File: src/u8u16_pkg.sv
package u8u16_pkg;

    // Number of bytes an unfinished sequence may occupy.
    localparam int HOLD_DEPTH = 4;
    localparam int CNT_W      = $clog2(HOLD_DEPTH + 1);

    // Code point and code unit constants.
    localparam logic [15:0] REPLACEMENT_UNIT = 16'hFFFD;
    localparam logic [20:0] SURR_FIRST       = 21'h00D800;
    localparam logic [20:0] SURR_LAST        = 21'h00DFFF;
    localparam logic [20:0] BMP_LAST         = 21'h00FFFF;
    localparam logic [20:0] CP_LAST          = 21'h10FFFF;
    localparam logic [20:0] SUPP_BASE        = 21'h010000;
    localparam logic [5:0]  HIGH_SURR_TAG    = 6'b110110;
    localparam logic [5:0]  LOW_SURR_TAG     = 6'b110111;

    // Minimum code point for each multi-byte length.
    localparam logic [20:0] MIN_TWO_BYTE   = 21'h000080;
    localparam logic [20:0] MIN_THREE_BYTE = 21'h000800;
    localparam logic [20:0] MIN_FOUR_BYTE  = 21'h010000;

    // Number of continuation bytes that follow a lead byte.
    typedef enum logic [1:0] {
        EXTRA_NONE  = 2'd0,
        EXTRA_ONE   = 2'd1,
        EXTRA_TWO   = 2'd2,
        EXTRA_THREE = 2'd3
    } extra_t;

    // Sequencer states.
    typedef enum logic [1:0] {
        ST_IDLE,
        ST_DECODE,
        ST_LOW
    } state_t;

    typedef struct packed {
        logic [7:0] in_byte;
        logic       string_end;
    } byte_req_t;

    typedef struct packed {
        logic [15:0] code_unit;
        logic        run_last;
        logic        string_last;
    } unit_req_t;

endpackage

File: src/utf8_to_utf16_decoder_top.sv
// UTF-8 to UTF-16 transcoder.
// The byte channel (byte_valid, byte_ready, byte_req) takes one UTF-8 byte per
// request together with a flag that marks the last byte of a string. The unit
// channel (unit_valid, unit_ready, unit_req) returns UTF-16 code units, with
// run_last on the final unit caused by a byte and string_last on the final
// unit of a string. Malformed input gives U+FFFD; characters above U+FFFF
// come out as a surrogate pair.
// A byte is taken only while the sequencer is idle. It then examines the
// held sequence once per cycle while the output is not stalled, emitting at
// most one unit per cycle: it accepts the byte, takes a step per decoded or
// rejected sequence (up to four after a bad continuation), a step for a low
// surrogate, and a step to close the run. The last unit of a byte appears on
// the output register in the cycle after it is known to be last. A byte that
// only extends an unfinished sequence gives no unit; it is accepted, then its run closes.
// Reset empties the held sequence and clears the sequencer and the output
// valid flag. While the receiver holds unit_ready low, the sequencer stops at
// its next unit and byte_ready stays low until that byte's run has been
// passed to the output register.
module utf8_to_utf16_decoder_top (
    input  logic                  clk,
    input  logic                  rst_n,
    input  logic                  byte_valid,
    output logic                  byte_ready,
    input  u8u16_pkg::byte_req_t  byte_req,
    output logic                  unit_valid,
    input  logic                  unit_ready,
    output u8u16_pkg::unit_req_t  unit_req
);
    import u8u16_pkg::*;

    state_t           state_reg, state_next;
    logic [7:0]       held_reg [HOLD_DEPTH];
    logic [7:0]       held_next [HOLD_DEPTH];
    logic [CNT_W-1:0] cnt_reg, cnt_next;
    logic             end_reg, end_next;
    logic             pend_valid_reg, pend_valid_next;
    logic [15:0]      pend_unit_reg, pend_unit_next;
    logic [15:0]      low_reg, low_next;
    logic             out_valid_reg, out_valid_next;
    unit_req_t        out_reg, out_next;

    // Decoder of the sequence at the head of the held bytes.
    logic [7:0]       lead;
    extra_t           extra;
    logic             bad_lead;
    logic             cont_ok;
    logic [CNT_W-1:0] need;
    logic             incomplete;
    logic [20:0]      cp;
    logic [19:0]      supp_ofs;
    logic [15:0]      dec_unit;
    logic [15:0]      dec_low;
    logic             dec_pair;
    logic [CNT_W-1:0] dec_drop;

    // Sequencer helpers.
    logic             out_free;
    logic             can_go;
    logic [CNT_W-1:0] drop_cnt;
    logic [CNT_W-1:0] shift_idx;

    // Classify the lead byte and assemble the code point.
    always_comb
    begin
        lead     = held_reg[0];
        bad_lead = 1'b0;
        extra    = EXTRA_NONE;
        priority if (lead[7] == 1'b0)
        begin
            extra = EXTRA_NONE;
        end
        else if (lead[7:5] == 3'b110)
        begin
            extra = EXTRA_ONE;
        end
        else if (lead[7:4] == 4'b1110)
        begin
            extra = EXTRA_TWO;
        end
        else if (lead[7:3] == 5'b11110)
        begin
            extra = EXTRA_THREE;
        end
        else
        begin
            bad_lead = 1'b1;
        end

        need       = CNT_W'(extra) + CNT_W'(1);
        incomplete = !bad_lead && (cnt_reg < need);

        cont_ok = 1'b1;
        for (int k = 1; k < HOLD_DEPTH; k++)
        begin
            if (k <= int'(extra) && held_reg[k][7:6] != 2'b10)
            begin
                cont_ok = 1'b0;
            end
        end

        unique case (extra)
            EXTRA_NONE:  cp = {13'd0, lead};
            EXTRA_ONE:   cp = {10'd0, lead[4:0], held_reg[1][5:0]};
            EXTRA_TWO:   cp = {5'd0, lead[3:0], held_reg[1][5:0], held_reg[2][5:0]};
            EXTRA_THREE: cp = {lead[2:0], held_reg[1][5:0], held_reg[2][5:0],
                               held_reg[3][5:0]};
            default:     cp = '0;
        endcase

        supp_ofs = 20'(cp - SUPP_BASE);
        dec_low  = {LOW_SURR_TAG, supp_ofs[9:0]};
        dec_pair = 1'b0;
        dec_drop = need;
        dec_unit = REPLACEMENT_UNIT;

        priority if (bad_lead || !cont_ok)
        begin
            dec_drop = CNT_W'(1);
        end
        else if ((extra == EXTRA_ONE && cp < MIN_TWO_BYTE) ||
                 (extra == EXTRA_TWO && cp < MIN_THREE_BYTE) ||
                 (extra == EXTRA_THREE && cp < MIN_FOUR_BYTE) ||
                 (cp >= SURR_FIRST && cp <= SURR_LAST) || cp > CP_LAST)
        begin
            dec_unit = REPLACEMENT_UNIT;
        end
        else if (cp <= BMP_LAST)
        begin
            dec_unit = cp[15:0];
        end
        else
        begin
            dec_unit = {HIGH_SURR_TAG, supp_ofs[19:10]};
            dec_pair = 1'b1;
        end
    end

    // Sequencer: one head sequence or one surrogate half per cycle unless the output stalls. The newest
    // unit waits in the pending register until it is known whether it is last.
    always_comb
    begin
        state_next      = state_reg;
        held_next       = held_reg;
        cnt_next        = cnt_reg;
        end_next        = end_reg;
        pend_valid_next = pend_valid_reg;
        pend_unit_next  = pend_unit_reg;
        low_next        = low_reg;
        out_valid_next  = out_valid_reg && !unit_ready;
        out_next        = out_reg;
        out_free        = !out_valid_reg || unit_ready;
        can_go          = !pend_valid_reg || out_free;
        byte_ready      = (state_reg == ST_IDLE);
        drop_cnt        = '0;
        shift_idx       = '0;

        unique case (state_reg)
            ST_IDLE:
            begin
                if (byte_valid)
                begin
                    held_next[cnt_reg[1:0]] = byte_req.in_byte;
                    cnt_next   = cnt_reg + CNT_W'(1);
                    end_next   = byte_req.string_end;
                    state_next = ST_DECODE;
                end
            end

            ST_DECODE:
            begin
                if (can_go)
                begin
                    if (cnt_reg == '0 || (incomplete && !end_reg))
                    begin
                        // Run is over: release the pending unit as the last one.
                        if (pend_valid_reg)
                        begin
                            out_valid_next      = 1'b1;
                            out_next.code_unit  = pend_unit_reg;
                            out_next.run_last   = 1'b1;
                            out_next.string_last = end_reg;
                        end
                        pend_valid_next = 1'b0;
                        if (end_reg)
                        begin
                            cnt_next = '0;
                        end
                        state_next = ST_IDLE;
                    end
                    else
                    begin
                        if (pend_valid_reg)
                        begin
                            out_valid_next       = 1'b1;
                            out_next.code_unit   = pend_unit_reg;
                            out_next.run_last    = 1'b0;
                            out_next.string_last = 1'b0;
                        end
                        pend_valid_next = 1'b1;
                        if (incomplete)
                        begin
                            // Sequence cut off by the end of the string.
                            pend_unit_next = REPLACEMENT_UNIT;
                            cnt_next       = '0;
                        end
                        else
                        begin
                            pend_unit_next = dec_unit;
                            low_next       = dec_low;
                            drop_cnt       = dec_drop;
                            cnt_next       = cnt_reg - drop_cnt;
                            for (int i = 0; i < HOLD_DEPTH; i++)
                            begin
                                shift_idx = CNT_W'(i) + drop_cnt;
                                if (shift_idx < CNT_W'(HOLD_DEPTH))
                                begin
                                    held_next[i] = held_reg[shift_idx[1:0]];
                                end
                            end
                            if (dec_pair)
                            begin
                                state_next = ST_LOW;
                            end
                        end
                    end
                end
            end

            ST_LOW:
            begin
                // Low surrogate of a pair; the high half is pending.
                if (can_go)
                begin
                    out_valid_next       = 1'b1;
                    out_next.code_unit   = pend_unit_reg;
                    out_next.run_last    = 1'b0;
                    out_next.string_last = 1'b0;
                    pend_valid_next      = 1'b1;
                    pend_unit_next       = low_reg;
                    state_next           = ST_DECODE;
                end
            end

            default:
            begin
                state_next = ST_IDLE;
            end
        endcase
    end

    // Control registers.
    always_ff @(posedge clk or negedge rst_n)
    begin
        if (!rst_n)
        begin
            state_reg      <= ST_IDLE;
            cnt_reg        <= '0;
            end_reg        <= 1'b0;
            pend_valid_reg <= 1'b0;
            out_valid_reg  <= 1'b0;
        end
        else
        begin
            state_reg      <= state_next;
            cnt_reg        <= cnt_next;
            end_reg        <= end_next;
            pend_valid_reg <= pend_valid_next;
            out_valid_reg  <= out_valid_next;
        end
    end

    // Payload registers.
    always_ff @(posedge clk)
    begin
        held_reg      <= held_next;
        pend_unit_reg <= pend_unit_next;
        low_reg       <= low_next;
        out_reg       <= out_next;
    end

    assign unit_valid = out_valid_reg;
    assign unit_req   = out_reg;

`ifndef SYNTHESIS
    // Between bytes at most three bytes of a sequence are held.
    a_idle_count: assert property (@(posedge clk) disable iff (!rst_n)
        state_reg == ST_IDLE |-> cnt_reg < CNT_W'(HOLD_DEPTH))
        else $error("held byte count too large while idle");

    // A new byte is never taken while a unit of the previous run is pending.
    a_no_pending: assert property (@(posedge clk) disable iff (!rst_n)
        byte_ready |-> !pend_valid_reg)
        else $error("byte accepted with a pending unit");

    // An accepted byte is always decoded in the next cycle.
    a_accept_decode: assert property (@(posedge clk) disable iff (!rst_n)
        byte_valid && byte_ready |=> state_reg == ST_DECODE)
        else $error("accepted byte not decoded");

    // The last unit of a string is also the last unit of its byte.
    a_string_run: assert property (@(posedge clk) disable iff (!rst_n)
        unit_valid && unit_req.string_last |-> unit_req.run_last)
        else $error("string_last without run_last");

    // Nothing is held once a string has ended.
    a_end_clears: assert property (@(posedge clk) disable iff (!rst_n)
        state_reg == ST_IDLE && end_reg |-> cnt_reg == '0)
        else $error("bytes held after end of string");
`endif

endmodule
File: config.mk
export PLATFORM = sky130hd
export DESIGN_NAME = utf8_to_utf16_decoder_top
export DESIGN_NICKNAME = d
export VERILOG_FILES = /design/src/u8u16_pkg.sv /design/src/utf8_to_utf16_decoder_top.sv
export SDC_FILE = /design/constraint.sdc
export NUM_CORES = 1
export LEC_CHECK = 0
export ABC_AREA = 1
export BUFFER_PORTS_ARGS = -buffer_cell sky130_fd_sc_hd__buf_2
export CAP_MARGIN = 20
export CORE_MARGIN = 4
export CORE_UTILIZATION = 45
export DETAILED_ROUTE_END_ITERATION = 8
export GPL_ROUTABILITY_DRIVEN = 1
export PLACE_DENSITY = 0.69
export SLEW_MARGIN = 10
export SYNTH_ARGS = -nofsm -noshare
export SYNTH_HDL_FRONTEND = slang
export SYNTH_SLANG_ARGS = --single-unit
File: constraint.sdc
create_clock -name clk -period 9.25 [get_ports clk]
set_input_delay 1.3875 -clock clk [delete_from_list [all_inputs] [get_ports clk]]
set_output_delay 1.3875 -clock clk [all_outputs]
set_load 0.05 [all_outputs]
==> results of run 1 <==
area by class of cell:
cell class	instances	area (um^2)
clock inverters	7	73.82
inverters	77	289.0
fillers	1162	6002
repair buffers	36	190.2
clock buffers	9	225.2
multi-input cells	523	2689
flip-flops and latches	84	2482
well taps	168	210.2
worst max-delay path, stage by stage (launching register included):
cell	delay, ps
edfxtp_1	450
nand2_1	160
inv_1	50
nand3_1	180
inv_2	80
ha_1	510
o21ai_0	190
o21ai_0	100
a21oi_1	170
nand2_2	120
inv_2	320
nand2_4	330
ha_1	700
inv_1	350
o21ai_0	290
o21ai_0	150
report_power, final:
part,total [mW],internal (mW),switching (mW)
logic,1.45,0.408,1.04
clock network,0.364,0.211,0.153
registers,0.811,0.706,0.104
total,2.63,1.33,1.30
routing by layer:
layer / vias up / track usage, %
met3: 20 / 3.742
met2: 177 / 31.40
met1: 2186 / 25.31
met4: 0 / 6.445
met5: - / 0
li1: 2424 / -
cell usage after synthesis, types with 2 or more instances:
master,instances
nand2_1,192
edfxtp_1,76
nand3_1,72
inv_1,67
nor2_1,59
o21ai_0,51
o211ai_1,28
a21oi_1,25
ha_1,19
o21ai_1,15
clkbuf_1,12
nand2_2,12
buf_6,10
inv_2,10
dfrtp_1,8
buf_2,7
nor2_2,7
nor2_4,7
nand4_1,6
or2_2,5
o22ai_1,4
xor2_1,4
nand3_2,3
buf_1,2
nand2_4,2
cell families after synthesis:
kind of cell | count (synthesis)
xor+xnor | 4
compound gates | 130
fa+ha+maj | 20
flops | 84
simple gates | 369
buf+inv | 109
worst max-delay path by stage:
stage | startpoint | endpoint
finish | lead[7] | held_reg[22]
global placement | lead[7] | held_reg[0]
global route | lead[7] | held_reg[0]
detailed placement | lead[7] | held_reg[22]
floorplan | lead[3] | held_reg[4]
CTS | lead[7] | held_reg[22]
==> summary.md, run 1 <==
| Metric | Value |
|---|---|
| Status | `completed` |
| Clk_lat worst skew | `between 300 and 400 ps` |
| I/O Buffers | `32` |
| Via density per instance | `5.317` |
| First-pass GRT wire length | `22.21 mm` |
| Clk root buf | `clkbuf_16` |
| PostCTS Resize Cnt | `0` |
| Htree depth | `3` |
| DIE WIDTH | `120.2 um` |
| HP Class | `reg -> reg` |
| TritonCTS buffer count | `9` |
| Chip height | `120.2 um` |
| Setup Skew | `between 9 and 10 ps` |
| Final instance area | `roughly 0.0062 mm^2` |
| Routed WL per cell | `14.88 um` |
| Syn Area/Cell | `between 7 and 8 um^2` |
| Post-synthesis net count | `roughly 750` |
| Final WS setup | `approximately 4800 ps` |
| Routed WL | `13.45 mm` |
| Simple-gate share of the synthesized area | `29.07%` |
| WHS Endpoint | `unit_req[5]` |
| Fraction of synthesis flops using an asynchronous set or reset pin | `9.524%` |
| Final Hold Viols | `0` |
| # setup viols final | `0` |
| Pre-CTS WS | `roughly 5000 ps` |
| EDFF count, synth | `between 70 and 80` |
| Final slew viol count | `0` |
| Row count | `40` |
| Routability cong. | `0.9166` |
| Synth Area in Compound Gates | `around an eighth` |
| Final min period | `about 4400 ps` |
| P_leak | `between 2 and 3 nW` |
| Largest family of logic cells by synthesized area | `simple AND/OR/NAND/NOR gates` |
| Core area | `around 0.012 mm^2` |
| Power Density | `between 400 and 500 mW/mm^2` |
| F_max | `roughly 220 MHz` |
| Post-CTS setup buffers | `0` |
| Cell area after synthesis | `roughly 0.0057 mm^2` |
| Capture point of the worst reg-to-reg path | `held_reg[22]` |
| Ys flop type | `edfxtp_1` |
| DR top layer | `met4` |
| Unique cell type count in the Yosys netlist | `38` |
| Hpwl dp | `between 10 and 15 mm` |
| Share of cells above drive strength 1 | `roughly 14%` |
| Unrepaired setup endpoints after global routing | `false` |
| Clock buffer depth | `2` |
| Hold depth | `0` |
| Initial antenna violation count | `0` |
| Sequential area share after synthesis | `around 44%` |
| Hold_sp | `pend_unit_reg[3]` |
| Routed Antenna Nets | `0` |
| Mapped Cells | `716` |
| Setup crit start kind | `register` |
| Worst Path Arrival | `around 4500 ps` |
| Tightest Pin Transition | `885.1 ps` |
| WP data required | `between 9000 and 10000 ps` |
| Cts hold-fix bufs | `0` |
| CTS tree | `yes` |
| Iteration-0 DRC count of the detailed router | `411` |
| Wire length on met1 | `5.959 mm` |
| I/O pin count | `33` |
| Remaining Overflow, GRT | `0` |
| Most frequent cells in the layout | `nand2_1 (192), edfxtp_1 (76), nand3_1 (72), inv_1 (67), nor2_1 (59)` |
| CP Capture Type | `register` |
| Vias in the first global route | `about 4500` |
| Reg2Reg Depth | `15` |
| GRT Util Overall | `19.08%` |
| Post-route DRC | `0` |
| Relative slew slack | `between 40% and 50%` |
| Peak VDD IR | `roughly 0.00024 V` |
| Synth Area in Adders | `roughly 4.5%` |
| Clock Sinks | `84` |
| Post-Synth XOR/XNOR Area | `0.6181%` |
| Worst-path clk slew | `60 ps` |
| Setup TNS | `0 ps` |
| Post-Place Cells | `a little under 900` |
| Synthesized flop and latch total | `between 80 and 90` |
| Top cells by area, synth | `edfxtp_1 (40%), nand2_1 (13%), nand3_1 (6.4%)` |
| Yosys top cell area share | `around two fifths` |
| Largest net degree at the start of global routing | `45` |
| # diodes | `0` |
| Critical path fanouts, max | `44` |
| Area Growth Syn to Fin | `8.676%` |
| Worst reg-to-reg setup slack | `4800 ps` |
| Max-cap violations | `0` |
| Max reg flops | `24` |
| Most common cell after layout, fill and taps aside | `nand2_1` |
| Final non-filler cell total | `904` |
| Metal2 WL | `6.285 mm` |
| Final period utilization | `48.09%` |
| Leading area contributor after synthesis | `edfxtp_1` |
| Post-synthesis mux area share | `0%` |
| Crit Path Category | `reg -> reg` |
| Routed vias | `approximately 4800` |
| Initial Utilization | `around 47%` |
| Ys Warns | `0` |
| Min Hold Slack | `417.1 ps` |
| Die area | `approximately 0.014 mm^2` |
| Final core utilization | `50.65%` |
| Drt pass-1 iters | `5` |
| Placed Area | `between 0.005 and 0.006 mm^2` |
| WL met3 | `approximately 900 um` |
| Critical R2R Launch | `lead[7]` |
| Design Power | `between 2 and 3 mW` |
| Layout Nets | `approximately 760` |
Note: power is estimated with default switching activity, not from simulation.
==> run 2: changes to the inputs <==
--- a/config.mk
+++ b/config.mk
@@ -12,7 +12,7 @@
 export CORE_UTILIZATION = 45
 export DETAILED_ROUTE_END_ITERATION = 8
 export GPL_ROUTABILITY_DRIVEN = 1
-export PLACE_DENSITY = 0.69
+export PLACE_DENSITY = 0.71
 export SLEW_MARGIN = 10
 export SYNTH_ARGS = -nofsm -noshare
 export SYNTH_HDL_FRONTEND = slang
==> constraint.sdc (replaced) <==
create_clock -name clk -period 3.7 [get_ports clk]
set_input_delay 0.555 -clock clk [delete_from_list [all_inputs] [get_ports clk]]
set_output_delay 0.555 -clock clk [all_outputs]
set_load 0.05 [all_outputs]
==> run 2 against run 1 <==
  * Worst setup slack lost 4500 ps
  * Final cell count rose by 1.5%
  * Highest routed layer unchanged
  * Die area stayed put
  * Core utilization grew 1.2 points
  * Non-clock buffer count is 14 higher
  * Worst hold slack got worse by 380 ps
  * Global-route usage up 0.80 points
  * Design area increased by 2.4%
  * Via count is 3.2% higher
  * Maximum frequency increased by 30%
  * Flip-flop and latch count unchanged
  * Critical endpoint is now pend_unit_reg[5]
  * Critical path depth grew 4
  * Critical path type unchanged
==> summary.md, run 2 (synthesis gave the netlist of run 1 again) <==
| Metric | Value |
|---|---|
| Status | `completed` |
| Setup TNS | `0 ps (unchanged)` |
| F_max | `292.4 MHz (+30%)` |
| Hpwl dp | `10.16 mm (+1.2%)` |
| Capture point of the worst reg-to-reg path | `pend_unit_reg[5]` |
| Grt peak-use layer | `met2` |
| Routability cong. | `0.9700 (+5.8%)` |
| Drt pass-1 iters | `5 (unchanged)` |
| Most frequent cells in the layout | `nand2_1 (192), edfxtp_1 (76), nand3_1 (72), inv_1 (67), nor2_1 (58)` |
| Met1 usage | `26.12% (+0.81 points)` |
| Final Hold Viols | `0 (unchanged)` |
| Critical path fanouts, max | `22 (-50%)` |
| I/O pin count | `33 (unchanged)` |
| Routed vias | `4959 (+3.2%)` |
| Chip height | `120.2 um (unchanged)` |
| # diodes | `0 (unchanged)` |
| Initial Utilization | `46.60% (unchanged)` |
| Clock buffer depth | `2 (unchanged)` |
| Layout Nets | `778 (+1.8%)` |
| Max reg flops | `24 (unchanged)` |
| Clock Sinks | `84 (unchanged)` |
| Crit Path Category | `reg -> reg` |
| WP data required | `3800 ps (-5520 ps)` |
| Remaining Overflow, GRT | `0 (unchanged)` |
| # setup viols final | `0 (unchanged)` |
| Max-cap violations | `0 (unchanged)` |
| Iteration-0 DRC count of the detailed router | `372 (-9.5%)` |
| Setup Skew | `5.910 ps (-3.333 ps)` |
| Area Growth Syn to Fin | `11.32%` |
| Routed WL | `14.11 mm (+4.9%)` |
| Initial antenna violation count | `0 (unchanged)` |
| Worst reg-to-reg setup slack | `280 ps (-4520 ps)` |
| Reg2Reg Depth | `19 (+4)` |
| TritonCTS buffer count | `9 (unchanged)` |
| Post-route DRC | `0 (unchanged)` |
| Core area | `0.01216 mm^2 (unchanged)` |
| Clk root buf | `clkbuf_16` |
| Final min period | `3420 ps (-1028 ps)` |
| Worst-path clk slew | `70 ps (about the same)` |
| Layout fillers | `1167 (+0.43%)` |
| GRT Util Overall | `19.88% (+0.80 points)` |
| I/O Buffers | `32 (unchanged)` |
| Clk_lat worst skew | `350 ps (about the same)` |
| Relative slew slack | `39.50% (-1.5 points)` |
| Worst Path Arrival | `3520 ps (-1000 ps)` |
| Critical R2R Launch | `lead[3]` |
| Met2 Use GR | `32.70% (+1.3 points)` |
| Via density per instance | `5.402 (+1.6%)` |
| Routed Antenna Nets | `0 (unchanged)` |
| HP Class | `in -> async` |
| Routed WL per cell | `15.37 um (+3.3%)` |
| Die area | `0.01446 mm^2 (unchanged)` |
| Vias in the first global route | `4741 (+4.5%)` |
| Final slew viol count | `0 (unchanged)` |
| Most common cell after layout, fill and taps aside | `nand2_1` |
| Cts hold-fix bufs | `0 (unchanged)` |
| CP Capture Type | `register` |
| Tightest Pin Transition | `904.2 ps (+19.12 ps)` |
| Setup crit start kind | `register` |
| Global Route met3 Usage | `4.069% (+0.33 points)` |
| DIE WIDTH | `120.2 um (unchanged)` |
| Final period utilization | `92.44% (+44 points)` |
| Share of cells above drive strength 1 | `15.47% (+1.7 points)` |
| First-pass GRT wire length | `23.16 mm (+4.3%)` |
| Htree depth | `3 (unchanged)` |
| CTS tree | `yes` |
| Largest net degree at the start of global routing | `43 (-4.4%)` |
| Row count | `40 (unchanged)` |
run 2: cell types whose count changed in the layout (fill, tap and decap cells not counted), sizes merged:
cell | before | now
bufinv | 1 | 2
buf | 36 | 50
clkbuf | 9 | 10
clkinv | 3 | 1
run 2: worst max-delay path by stage:
stage / from / depth (start not counted) / to / slack (ps)
final: lead[3] / 19 / pend_unit_reg[5] / 280
after global routing: lead[3] / 19 / pend_unit_reg[6] / -8
after CTS: lead[3] / 19 / pend_unit_reg[2] / 200
after detailed placement: lead[3] / 19 / pend_unit_reg[2] / 210
after global placement: lead[3] / 19 / pend_unit_reg[0] / 370
after floorplan: lead[3] / 22 / held_reg[4] / 70
run 2: what timing repair did:
item	4_1_cts	5_1_grt
buffers inserted	0	2
resized for setup	0	4
endpoints found under the setup margin	0	21
run 2: worst max-delay path: stages (launching register included):
cell      delay [ps]
edfxtp_1         460
inv_1            140
nand2_1           70
a21oi_1          250
inv_1            140
ha_1             250
inv_2            180
buf_4            260
nor2_1            70
nor2_2           220
and2_1           180
nand2_1           60
nor2_2           160
nand3_2          180
nand2_8          190
nor2_1            60
nor2_1           110
nand2_1           60
nand2_1           60
nand2_1           60
run 2: final cells by class:
cell class	instances	area [um^2]	area share, %
timing repair buffer	50	295.3	4.680
multi-input combinational	523	2708	42.91
clock buffer	10	229.0	3.629
sequential	84	2482	39.34
tap	168	210.2	3.331
inverter	77	289.0	4.581
clock inverter	6	96.34	1.527
run 2: stage by stage:
stage | util (%) | setup slack [ps] | instances | cell area (um^2) | hold slack [ps]
6_report | 51.88 | 279.7 | 918 | 6310 | 38.02
2_1_floorplan | - | 66.86 | 716 | 5669 | 259.4
4_1_cts | 51.60 | 198.2 | 916 | 6276 | 36.63
5_1_grt | 51.88 | -7.662 | 918 | 6310 | 40.57
3_5_place_dp | 48.93 | 206.4 | 900 | 5951 | 405.4
3_3_place_gp | 48.93 | 369.8 | 900 | 5951 | 401.4
run 2: metal layers:
metal  wire (um)  share of wire (%)  up-vias
li1            -                  -     2451
met5           0                  0        -
met3         980                6.9       32
met2        6769                 48      203
met4         312                2.2        0
met1        6043                 43     2273
Power of run 2 is left out: the tool's default activity adds up to more than one toggle a clock period on the data nets, which glitch-free logic cannot reach.
